===== src/hw/rtl/adm_pkg.sv =====
// adm_pkg: shared constants, codes and the arctangent table of the anchor drift monitor
// no dependencies; imported by adm_bearing and anchor_drift_monitor_top
package adm_pkg;

    localparam int OFF_W     = 24;
    localparam int CFG_IDX_W = 3;
    localparam int CFG_DATA_W = 32;

    // register indexes
    localparam logic [CFG_IDX_W-1:0] REG_ANCHOR_ARMED  = 3'd0;
    localparam logic [CFG_IDX_W-1:0] REG_ALARM_ENABLE  = 3'd1;
    localparam logic [CFG_IDX_W-1:0] REG_ALARM_RADIUS  = 3'd2;
    localparam logic [CFG_IDX_W-1:0] REG_ANCHOR_LAT    = 3'd3;
    localparam logic [CFG_IDX_W-1:0] REG_ANCHOR_LON    = 3'd4;
    localparam logic [CFG_IDX_W-1:0] REG_ANCHOR_COS    = 3'd5;

    // status codes
    localparam logic [1:0] STATUS_NOT_ARMED = 2'd0;
    localparam logic [1:0] STATUS_NO_FIX    = 2'd1;
    localparam logic [1:0] STATUS_DRAGGING  = 2'd2;
    localparam logic [1:0] STATUS_NO_MSG    = 2'd3;

    // scaling of 1e-7 degree to 1/16 m
    // both axes divide by 15625, east after dropping its low 16 bits
    localparam logic [16:0] DEG_TO_SIXTEENTH = 17'd2778;
    localparam logic [29:0] NORTH_DEN  = 30'd15625;
    localparam logic [61:0] NORTH_HALF = 62'd7812;
    localparam logic [61:0] EAST_HALF  = 62'd512000000;
    localparam logic [31:0] OFF_POS_MAX = 32'd8388607;
    localparam logic [31:0] OFF_NEG_MAX = 32'd8388608;

    // floor(2^30 / 15625): quotient estimate low by at most one
    localparam logic [16:0] DIV_RECIP = 17'd68719;

    // cordic angles in Q16 degrees
    localparam int CORDIC_STEPS = 18;
    localparam logic signed [26:0] DEG180_Q16 = 27'sd11796480;
    localparam logic signed [26:0] DEG360_Q16 = 27'sd23592960;
    localparam logic signed [26:0] HALF_DEG_Q16 = 27'sd32768;

    function automatic logic [22:0] adm_atan(input logic [4:0] idx);
        logic [22:0] v;
        case (idx)
            5'd0:    v = 23'd2949120;
            5'd1:    v = 23'd1740967;
            5'd2:    v = 23'd919879;
            5'd3:    v = 23'd466945;
            5'd4:    v = 23'd234379;
            5'd5:    v = 23'd117304;
            5'd6:    v = 23'd58666;
            5'd7:    v = 23'd29335;
            5'd8:    v = 23'd14668;
            5'd9:    v = 23'd7334;
            5'd10:   v = 23'd3667;
            5'd11:   v = 23'd1833;
            5'd12:   v = 23'd917;
            5'd13:   v = 23'd458;
            5'd14:   v = 23'd229;
            5'd15:   v = 23'd115;
            5'd16:   v = 23'd57;
            5'd17:   v = 23'd29;
            default: v = 23'd0;
        endcase
        return v;
    endfunction

endpackage


===== src/hw/rtl/adm_bearing.sv =====
// adm_bearing: iterative cordic vectoring unit giving the bearing in whole degrees
// depends on adm_pkg
module adm_bearing (
    input  logic                              i_clk,
    input  logic                              i_rst_n,
    input  logic                              i_start,
    input  logic signed [adm_pkg::OFF_W-1:0]  i_north,
    input  logic signed [adm_pkg::OFF_W-1:0]  i_east,
    output logic                              o_done,
    output logic [8:0]                        o_bearing
);
    import adm_pkg::*;

    logic               r_busy;
    logic               r_fin;
    logic               r_done;
    logic [4:0]         r_step;
    logic signed [34:0] r_x;
    logic signed [34:0] r_y;
    logic signed [24:0] r_z;
    logic               r_n_neg;
    logic               r_e_neg;
    logic [8:0]         r_bear;

    logic [23:0]        n_mag;
    logic [23:0]        e_mag;
    logic signed [34:0] dx;
    logic signed [34:0] dy;
    logic [34:0]        y_mag;
    logic [34:0]        y_sh;
    logic signed [24:0] ang;
    logic signed [26:0] t_raw;
    logic signed [26:0] t_wrap;
    logic [26:0]        t_rnd;
    logic [8:0]         deg;

    // operand magnitudes
    assign n_mag = i_north[OFF_W-1] ? 24'(-i_north) : 24'(i_north);
    assign e_mag = i_east[OFF_W-1]  ? 24'(-i_east)  : 24'(i_east);

    // shifts rounded toward zero
    assign y_mag = r_y[34] ? 35'(-r_y) : 35'(r_y);
    assign y_sh  = y_mag >> r_step;
    assign dx    = r_y[34] ? -$signed(y_sh) : $signed(y_sh);
    assign dy    = r_x >>> r_step;
    assign ang   = $signed({2'b00, adm_atan(r_step)});

    // quadrant correction and rounding
    always_comb begin
        if (!r_n_neg && !r_e_neg) begin
            t_raw = 27'(r_z);
        end else if (r_n_neg && !r_e_neg) begin
            t_raw = DEG180_Q16 - 27'(r_z);
        end else if (r_n_neg) begin
            t_raw = DEG180_Q16 + 27'(r_z);
        end else begin
            t_raw = DEG360_Q16 - 27'(r_z);
        end
        if (t_raw < 0) begin
            t_wrap = t_raw + DEG360_Q16;
        end else if (t_raw >= DEG360_Q16) begin
            t_wrap = t_raw - DEG360_Q16;
        end else begin
            t_wrap = t_raw;
        end
        t_rnd = 27'(t_wrap + HALF_DEG_Q16) >> 16;
        deg   = (t_rnd[8:0] == 9'd360) ? 9'd0 : t_rnd[8:0];
    end

    // rotation sequencer
    always_ff @(posedge i_clk) begin
        if (!i_rst_n) begin
            r_busy <= 1'b0;
            r_fin  <= 1'b0;
            r_done <= 1'b0;
            r_step <= '0;
        end else begin
            r_done <= 1'b0;
            if (i_start) begin
                r_busy  <= 1'b1;
                r_step  <= '0;
                r_x     <= $signed({3'b000, n_mag, 8'd0});
                r_y     <= $signed({3'b000, e_mag, 8'd0});
                r_z     <= '0;
                r_n_neg <= i_north[OFF_W-1];
                r_e_neg <= i_east[OFF_W-1];
            end else if (r_busy) begin
                if (r_y > 0) begin
                    r_x <= r_x + dx;
                    r_y <= r_y - dy;
                    r_z <= r_z + ang;
                end else if (r_y < 0) begin
                    r_x <= r_x - dx;
                    r_y <= r_y + dy;
                    r_z <= r_z - ang;
                end
                if (r_step == 5'(CORDIC_STEPS - 1)) begin
                    r_busy <= 1'b0;
                    r_fin  <= 1'b1;
                end else begin
                    r_step <= r_step + 5'd1;
                end
            end else if (r_fin) begin
                r_fin  <= 1'b0;
                r_done <= 1'b1;
                r_bear <= deg;
            end
        end
    end

    assign o_done    = r_done;
    assign o_bearing = r_bear;

endmodule

===== config.mk =====
export PLATFORM = sky130hd
export DESIGN_NAME = adm_bearing
export DESIGN_NICKNAME = d
export VERILOG_FILES = /design/src/hw/rtl/adm_pkg.sv /design/src/hw/rtl/adm_bearing.sv
export SDC_FILE = /design/constraint.sdc
export NUM_CORES = 1
export LEC_CHECK = 0
export ABC_CLOCK_PERIOD_IN_PS = 12500
export BUFFER_PORTS_ARGS = -buffer_cell sky130_fd_sc_hd__buf_2
export CORE_ASPECT_RATIO = 1.4
export CORE_MARGIN = 1.5
export CORE_UTILIZATION = 50
export DETAILED_ROUTE_END_ITERATION = 16
export PLACE_DENSITY = 0.69
export SYNTH_ARGS = -nofsm -noshare
export SYNTH_HDL_FRONTEND = slang
export SYNTH_SLANG_ARGS = --single-unit

===== constraint.sdc =====
create_clock -name i_clk -period 12.5 [get_ports i_clk]
set_clock_uncertainty 0.15 [all_clocks]
set_input_delay 3.125 -clock i_clk [delete_from_list [all_inputs] [get_ports i_clk]]
set_output_delay 3.125 -clock i_clk [all_outputs]
set_load 0.05 [all_outputs]

### Word-level counts from Yosys, hierarchy flattened

Memory sizes are Yosys's and may differ from the RTL's. A register that Yosys moved wholly into a read port is not among the register bits.
Index checks and enable logic that the tools add are counted.

| storage, ports and cells | value |
|---|---|
| register bits | 114 |
| memory bits (read-only) | 704 |
| input bits | 51 |
| output and inout port bits | 10 |
| logic and storage cells | 84 |
| memories kept | 1 |

Memory list:

| name | words | bits a word | rd ports | clocked after memory_dff | write ports | RTL line | source |
|---|---|---|---|---|---|---|---|
| (no name shown) | 32 | 22 | 1 | 1 | 0 | adm_pkg.sv:43 | `case (idx)` |

| operators by class | value |
|---|---|
| $add $sub $neg | 17 |
| order comparisons | 4 |
| equal/unequal tests | 3 |
| shift-type cells | 2 |
| muxes and demuxes | 28 |
| bitwise gates (word level) | 4 |
| reductions and logical operators | 13 |

Operators with widths:

| kind | number |
|---|---|
| two-way mux 35 bit | 8 |
| two-way mux 25 bit | 5 |
| two-way mux 27 bit | 3 |
| adder 35 bit | 2 |
| negator 35 bit | 2 |
| subtractor 35 bit | 2 |
| two-way mux 32 bit | 2 |
| two-way mux 24 bit | 2 |
| negator 24 bit | 2 |
| greater-than comparator 35 x 1 -> 1 bit (second input constant) | 1 |
| less-than comparator 35 x 1 -> 1 bit (second input constant) | 1 |
| >> shifter 35 x 5 -> 35 bit | 1 |
| >>> shifter 35 x 5 -> 35 bit | 1 |
| >= comparator 27 x 26 -> 1 bit (second input constant) | 1 |
| less-than comparator 27 x 1 -> 1 bit (second input constant) | 1 |
| subtractor 26 x 25 -> 27 bit (first input constant) | 1 |
| adder 25 x 25 -> 26 bit (first input constant) | 1 |
| subtractor 25 x 25 -> 26 bit (first input constant) | 1 |
| adder 25 x 17 -> 25 bit (second input constant) | 1 |
| adder 25 x 24 -> 25 bit | 1 |
| adder 25 bit (second input constant) | 1 |
| subtractor 25 x 24 -> 25 bit | 1 |
| subtractor 25 bit (second input constant) | 1 |
| two-way mux 5 bit | 2 |
| other kinds (15) | 27 |

### Logic depth before layout (Yosys ltp)

Gate-level depths: netlist of the first run.

| logic depth | value |
|---|---|
| depth in word-level cells | 10 |
| gate-level depth with buffers | 38 |
| mapped depth without buffers | 36 |

### Worst setup path after synthesis of the first run

OpenSTA, ideal clock, no wires.

| timing path | value |
|---|---|
| path type | register -> register |
| start | register r_y[1] |
| end | register r_x[34] (data pin) |
| setup time | 268 ps |
| arrival time | 7396 ps |
| required time | 12082 ps |
| slack | 4686 ps |
| cell stages (with the launch flop) | 34 |
| buffers on the path | 1 |
| period minus slack after synthesis | 7814 ps |
| path through | edfxtp_1 inv_1 ha_1 or4b_1 buf_2 o41ai_4 mux2i_1 nand3_1 mux2_2 a221oi_1 nor4_1 nor3_2 o211ai_2 nor3_1 mux2_2 o22a_1 nand2b_1 nand2_1 xnor2_1 ha_1 a21o_1 a21o_1 a21oi_1 nor2_1 a21oi_1 a31oi_1 a221oi_1 a21oi_1 a41o_1 nor4_1 nor3_1 a31oi_1 o21ai_0 nor3b_2 |

| between the ends | value |
|---|---|
| cells in the longest elaborated chain, start to end | 9 |
| elaborated cells on any way between the ends | 11 |
| those cells by class | 4 x add/sub; 1 x order compare; 1 x shift; 5 x mux |

RTL lines:

| item | RTL line | source |
|---|---|---|
| start: declaration | adm_bearing.sv:19 | `logic signed [34:0] r_y;` |
| start signal: assignment | adm_bearing.sv:83 | `r_y <= $signed({3'b000, e_mag, 8'd0});` |
| start signal: assignment | adm_bearing.sv:90 | `r_y <= r_y - dy;` |
| start signal: assignment | adm_bearing.sv:94 | `r_y <= r_y + dy;` |
| negator 35 bit | adm_bearing.sv:42 | `assign y_mag = r_y[34] ? 35'(-r_y) : 35'(r_y);` |
| two-way mux 35 bit | adm_bearing.sv:42 |  |
| >> shifter 35 x 5 -> 35 bit | adm_bearing.sv:43 | `assign y_sh = y_mag >> r_step;` |
| negator 35 bit | adm_bearing.sv:44 | `assign dx = r_y[34] ? -$signed(y_sh) : $signed(y_sh);` |
| two-way mux 35 bit | adm_bearing.sv:44 |  |
| subtractor 35 bit | adm_bearing.sv:93 | `r_x <= r_x - dx;` |
| two-way mux 35 bit | adm_bearing.sv:92 | `end else if (r_y < 0) begin` |
| two-way mux 35 bit * | adm_bearing.sv:88 | `if (r_y > 0) begin` |
| two-way mux 35 bit * | adm_bearing.sv:87 | `end else if (r_busy) begin` |
| end signal: assignment | adm_bearing.sv:82 | `r_x <= $signed({3'b000, n_mag, 8'd0});` |
| end signal: assignment | adm_bearing.sv:89 | `r_x <= r_x + dx;` |
| end signal: assignment | adm_bearing.sv:93 |  |
| end: declaration | adm_bearing.sv:18 | `logic signed [34:0] r_x;` |

Mark *: on every way between the ends. The rest lies on a longest branch, timed or not. The select of a mux whose other input is x is not followed.
A chain may end at the register's enable or synchronous reset.

### Final worst setup path of the first run

| timing path | value |
|---|---|
| start | register r_y[7] |
| end | register r_x[33] (data pin) |

Same word-level chain as after synthesis.

==> key figures, run 1 <==
Route
  – First drt pass iteration count: 6
  – Top Metal Used: met5
  – Wire length on met1: 28,300 um
  – WL met3: 5093 um
  – Vias per cell: 6.884
  – Total number of vias: 22,190
  – DR WL met2: 41,290 um
  – Antenna viol nets, final: 0
  – Wirelength per Cell: 25.29 um
  – Final WL: 81,520 um
  – DRC viols: 0
  – Initial DRC Count: 1,977

Cells and area
  – Share of cells above drive strength 1: 10.70%
  – Area Overhead vs Synth: 5.395%
  – Layout Nets: 2,837

Logic synthesis
  – Synthesized area per cell: 7.748 sq um
  – Post-synth ARST share: 0%
  – Primary FF master, synth: edfxtp_1
  – Synth cell types: 117
  – Post-Syn Instances: 2,724
  – Synthesized Nets: 2,892
  – Yosys warns: 0
  – Post-synthesis sequential area ratio: 17.93%
  – Synth Register Bits: 136
  – EDFF count, synth: 106
  – Mapped Area: 0.02111 sq mm

GRT
  – GRT Overall Usage: 37.25%
  – Global-route wire length before repair: 123,500 um
  – GRT Residual Overflow: 0
  – Vias in the first global route: 21,670
  – Pin count of the biggest net entering global routing: 91
  – Initial antenna violation count: 4

STA
  – Period utilisation layout: 82.47%
  – Setup TNS: 0 ps
  – F_max: 0.09701 GHz
  – Minimum clock period after layout: 10,310 ps
  – Final hold violation count: 0
  – Worst Tran Pin Value: 1302 ps
  – RSZ-0062 raised after global routing: no
  – Setup-failing EPs final: 0
  – Slew HR: 12.70%
  – Final Max Slew Viols: 0

Floorplan
  – Row cnt: 88
  – Die area: 0.04347 sq mm
  – Initial core utilization: 50.98%
  – Die height: 246.1 um
  – Core Footprint: 0.04140 sq mm
  – Die extent in x: 176.6 um
  – Io pins: 61

Setup path
  – Worst Path Max Fanout: 11
  – Startpoint Class: register
  – Path depth of the worst reg2reg path: 33
  – Critical path's slowest cell: nor3_1
  – Flop-to-flop setup slack: 2190 ps
  – CP Capture Type: register
  – R2R Path End: r_x[33]
  – Most frequent CP cell: a21oi_1
  – WP data arrival: 10,370 ps
  – Worst path max stage delay: 950 ps
  – Crit path from: r_y[7]
  – CP required: 12,560 ps
  – Worst R2R Start: r_y[7]
  – Crit Path Class: reg2reg

CTS
  – Worst-path clk slew: 80 ps
  – Later-pin clock latency in the skew report: 480 ps
  – Setup Buffers After CTS: 0
  – TritonCTS Buffers: 17
  – H-Tree Depth: 4
  – Clock sinks: 136
  – Root Driver: clkbuf_16
  – Post-cts sizing count: 0
  – Hold Buf Count CTS: 0
  – CTS tree: yes
  – Bufs on Longest Clock Path: 2

Place
  – RePlAce Congestion: 1.041
  – I/O Buffers: 60
  – Placed wire-length estimate: 62,070 um

Worst hold path
  – Hold-critical path depth: 1
  – Tightest Hold Check Type: reg2reg
  – Hold_sp: r_fin
  – Hold path endpoint: o_done

Flow run
  – Max_cap viols: 0

Status
  – Status: finished clean
[cells in the final DEF (no fill, tap or decap), types with 16 or more instances in the layout]
master / count
a211oi_1: 29
a21o_1: 34
a21oi_1: 180
a31oi_1: 39
and2_1: 25
and3_1: 28
buf_2: 59
buf_4: 31
clkbuf_16: 17
dfxtp_1: 26
edfxtp_1: 106
ha_1: 114
inv_1: 91
mux2_2: 18
mux2i_1: 42
mux4_2: 40
nand2_1: 300
nand2b_1: 40
nand3_1: 67
nand4_1: 26
nor2_1: 231
nor2b_1: 30
nor3_1: 85
nor4_1: 28
o211ai_1: 31
o21a_1: 19
o21ai_0: 189
o21bai_1: 16
o31ai_1: 38
o41ai_1: 17
or2_2: 25
or3_1: 32
or4_1: 18
xnor2_1: 163
xor2_1: 102
[layer usage]
metal	GRT usage, %	vias to the layer above
li1	-	10140
met1	37.31	10660
met2	67.44	1012
met3	7.238	368
met4	28.34	4
met5	0	-
[state kept, by name, indices dropped and copies added (netlist names)]
name       cells
ang           22
o_bearing      9
o_done         1
r_busy         1
r_e_neg        1
r_fin          1
r_n_neg        1
r_step         5
r_x           35
r_y           35
r_z           25
[critical path: cells and delay by family, from the launching register on]
kind,cells,cell delay [ps]
compound gates,20,4760
fa+ha+maj,2,580
simple gates,7,3140
flops,1,540
buf+inv,1,150
mux,1,350
xor+xnor,2,350
[worst max path at each step]
stage,end,slack [ps],depth (start not counted)
after global placement,r_x[33],2580,33
after floorplan,r_x[34],4690,33
final,r_x[33],2190,33
after CTS,r_x[33],2430,33
after global routing,r_x[33],1270,33
after detailed placement,r_x[33],2450,33
[cells in the mapped netlist (all sizes together) (16+ instances only)]
cell type	count	share of area (%)
nand4	26	0.77
nand2	302	5.4
clkbuf	94	1.7
mux2	19	1.0
mux2i	42	2.0
ha	114	6.8
o41ai	21	1.1
inv	91	1.6
o211ai	33	1.2
o21a	20	0.71
and2	25	0.74
a211oi	29	1.0
mux4	40	4.3
a21oi	181	4.3
nor2	233	4.2
o21ai	203	4.9
and3	28	0.83
buf	70	1.7
nor2b	30	0.89
nand2b	40	1.2
edfxtp	106	15
nor3	93	2.5
o31ai	41	1.6
or4	29	1.2
dfxtp	30	2.8
a31oi	40	1.3
or2	25	0.74
a21o	34	1.2
xnor2	163	6.8
xor2	105	4.5
o21bai	16	0.57
or3	33	1.0
nand3	67	1.6
nor4	34	1.3
[final cells by class]
cell class	count	area, sq um
inverter	93	349.1
sequential	136	3794
clock buffer	20	446.7
antenna	1	2.502
multi-input combinational	2331	16310
timing repair buffer	90	528.0
fill	3985	19160
clock inverter	12	142.6
tap	540	675.6
[per-stage QoR]
step	setup slack (ps)	utilization (%)	cells	hold WS, ps	cell area (sq um)
final	2192	53.73	3223	367.7	22240
after global routing	1273	53.72	3222	382.9	22240
after CTS	2431	53.72	3222	364.3	22240
after detailed placement	2453	52.30	3190	348.9	21650
after global placement	2580	52.30	3190	342.4	21650
after floorplan	4686	-	2724	317.5	21110
[kinds of logic (layout without fill, tap and decap cells)]
| logic type | Yosys count | count (layout) | synth area share, % |
|---|---|---|---|
| multiplexers | 101 | 101 | 7.274 |
| other | 0 | 1 | 0 |
| buffers and inverters | 257 | 215 | 4.998 |
| flip-flops | 136 | 136 | 17.93 |
| XOR/XNOR | 268 | 268 | 11.23 |
| adder cells (fa/ha/maj) | 117 | 117 | 7.043 |
| AO/OA/AOI/OAI | 830 | 830 | 27.04 |
| AND/OR/NAND/NOR | 1015 | 1015 | 24.49 |
Power of run 1 is not shown: default switching activity piles up to over one toggle a cycle in this logic, so the estimate is an artifact.
==> inputs of run 2 (changes only) <==
--- a/config.mk
+++ b/config.mk
@@ -5,7 +5,7 @@
 export SDC_FILE = /design/constraint.sdc
 export NUM_CORES = 1
 export LEC_CHECK = 0
-export ABC_CLOCK_PERIOD_IN_PS = 12500
+export ABC_CLOCK_PERIOD_IN_PS = 10100
 export BUFFER_PORTS_ARGS = -buffer_cell sky130_fd_sc_hd__buf_2
 export CORE_ASPECT_RATIO = 1.4
 export CORE_MARGIN = 1.5
==> constraint.sdc (replaced) <==
create_clock -name i_clk -period 10.1 [get_ports i_clk]
set_clock_uncertainty 0.15 [all_clocks]
set_input_delay 2.525 -clock i_clk [delete_from_list [all_inputs] [get_ports i_clk]]
set_output_delay 2.525 -clock i_clk [all_outputs]
set_load 0.05 [all_outputs]
==> run 2 against run 1 <==
  * Final cell count is 0.81% higher
  * Largest cell class unchanged
  * Cell area grew 1.2%
  * Clock-buffer cell count shrank 2
  * Critical endpoint unchanged
  * Die area stayed put
  * Register-to-register slack worse by 1800 ps
  * Sequential share of layout area is 0.20 points lower
  * Critical path depth is 4 lower
==> key figures, run 2 (synthesis results as in run 1) <==
Setup path
  – WP data arrival: 9790 ps
  – Worst Path Max Fanout: 9
  – Critical path's slowest cell: a221oi_1
  – CP required: 10,140 ps
  – Most frequent CP cell: a21o_1
  – Crit Path Class: reg2reg
  – CP delay by family, top: compound AO/OA/AOI/OAI gates
  – Flop-to-flop setup slack: 350 ps
  – CP Capture Type: register
  – CP Buf/Inv Count: 1
  – Startpoint Class: register
  – Worst path max stage delay: 810 ps

Route
  – Vias per cell: 6.811
  – Antenna viol nets, final: 0
  – DRC viols: 0
  – Wirelength per Cell: 24.80 um
  – Initial DRC Count: 2,189
  – Total number of vias: 22,130
  – First drt pass iteration count: 7
  – Final WL: 80,560 um

Floorplan
  – Io pins: 61
  – Die area: 0.04347 sq mm
  – Die extent in x: 176.6 um
  – Die height: 246.1 um
  – Row cnt: 88
  – Core Footprint: 0.04140 sq mm
  – Initial core utilization: 50.98%

GRT
  – Initial antenna violation count: 0
  – Global-route wire length before repair: 122,600 um
  – Pin count of the biggest net entering global routing: 80
  – GRT Overall Usage: 36.75%
  – GRT Residual Overflow: 0
  – Vias in the first global route: 21,430

STA
  – Final hold violation count: 0
  – RSZ-0062 raised after global routing: no
  – Period utilisation layout: 96.52%
  – F_max: 0.1026 GHz
  – Slew HR: 24.22%
  – Minimum clock period after layout: 9748 ps
  – Final Max Slew Viols: 0
  – Worst Tran Pin Value: 1122 ps
  – Setup TNS: 0 ps
  – Fin worst setup slack: 351.8 ps
  – Setup-failing EPs final: 0

CTS
  – Later-pin clock latency in the skew report: 460 ps
  – Hold Buf Count CTS: 0
  – CTS tree: yes
  – Worst-path clk slew: 80 ps
  – H-Tree Depth: 4
  – Bufs on Longest Clock Path: 2
  – Root Driver: clkbuf_16
  – Clock sinks: 136
  – TritonCTS Buffers: 17

Cells and area
  – Most frequent cells in the layout: 300 x nand2_1, 231 x nor2_1, 189 x o21ai_0
  – Layout Nets: 2,864
  – Area Overhead vs Synth: 6.664%
  – Diodes inserted: 0
  – Largest registers: r_x: 35 flops, r_y: 35 flops, r_z: 25 flops
  – Fin area: 0.02251 sq mm
  – Most common cell after layout, fill and taps aside: nand2_1
  – Finished Core Util: 54.38%
  – Share of cells above drive strength 1: 11.74%

Flow run
  – Max_cap viols: 0

Status
  – Status: finished clean

Place
  – Placed wire-length estimate: 63,060 um
  – I/O Buffers: 60
  – Placed inst area: 0.02182 sq mm
  – Pre-CTS setup slack: 312.2 ps
  – RePlAce Congestion: 0.9866

Worst hold path
  – Tightest Hold Check Type: reg2reg
-- run 2: cell types whose count changed in the layout (fill, tap and decap cells not counted), sizes merged --
cell | before | now
buf | 90 | 117
bufinv | 2 | 4
clkbuf | 20 | 18
clkinv | 8 | 6
inv | 95 | 97
diode | 1 | 0
-- run 2: path summary, 6_finish.rpt --
| path | start | end | cells after the start |
|---|---|---|---|
| worst min register to register | r_fin | o_done | 1 |
| worst max-delay path | r_y[1] | r_x[33] | 29 |
| worst max register to register | r_y[1] | r_x[33] | 29 |
| worst min-delay path | r_fin | o_done | 1 |
-- run 2: repair_timing --
action                                  CTS  global route
gates resized for setup                   0             4
endpoints found under the setup margin    0             5
buffers inserted                          0             3
-- run 2: stage by stage --
step | hold WS [ps] | cells
3_5_place_dp | 360.7 | 3214
4_1_cts | 368.0 | 3246
5_1_grt | 367.1 | 3249
3_3_place_gp | 359.9 | 3214
2_1_floorplan | 317.5 | 2724
6_report | 364.9 | 3249
-- run 2: layout make-up --
type | count | area, sq um
fillers | 4022 | 18890
multi-input cells | 2331 | 16320
inverters | 93 | 349.1
well taps | 540 | 675.6
repair buffers | 117 | 730.7
flip-flops and latches | 136 | 3794
clock buffers | 18 | 429.2
clock inverters | 14 | 211.5
-- run 2: layer usage --
layer	global-route usage, %	up-vias	wire (um)
li1	-	10200	-
met3	5.478	342	4569
met2	68.50	995	41650
met1	37.00	10590	27860
met4	25.92	0	6485
met5	0	-	0
-- run 2: worst register-to-register path, delay by kind of cell, from the launching register on --
kind / cells / cell delay (ps)
xor gates and xnor gates: 2 / 470
muxes: 3 / 950
AOI/OAI and AO/OA: 13 / 3980
and+or+nand+nor: 8 / 2710
DFF: 1 / 520
adders and majority gates: 2 / 570
buffers and inverters: 1 / 110
Power of run 2 is left out for the same reason.
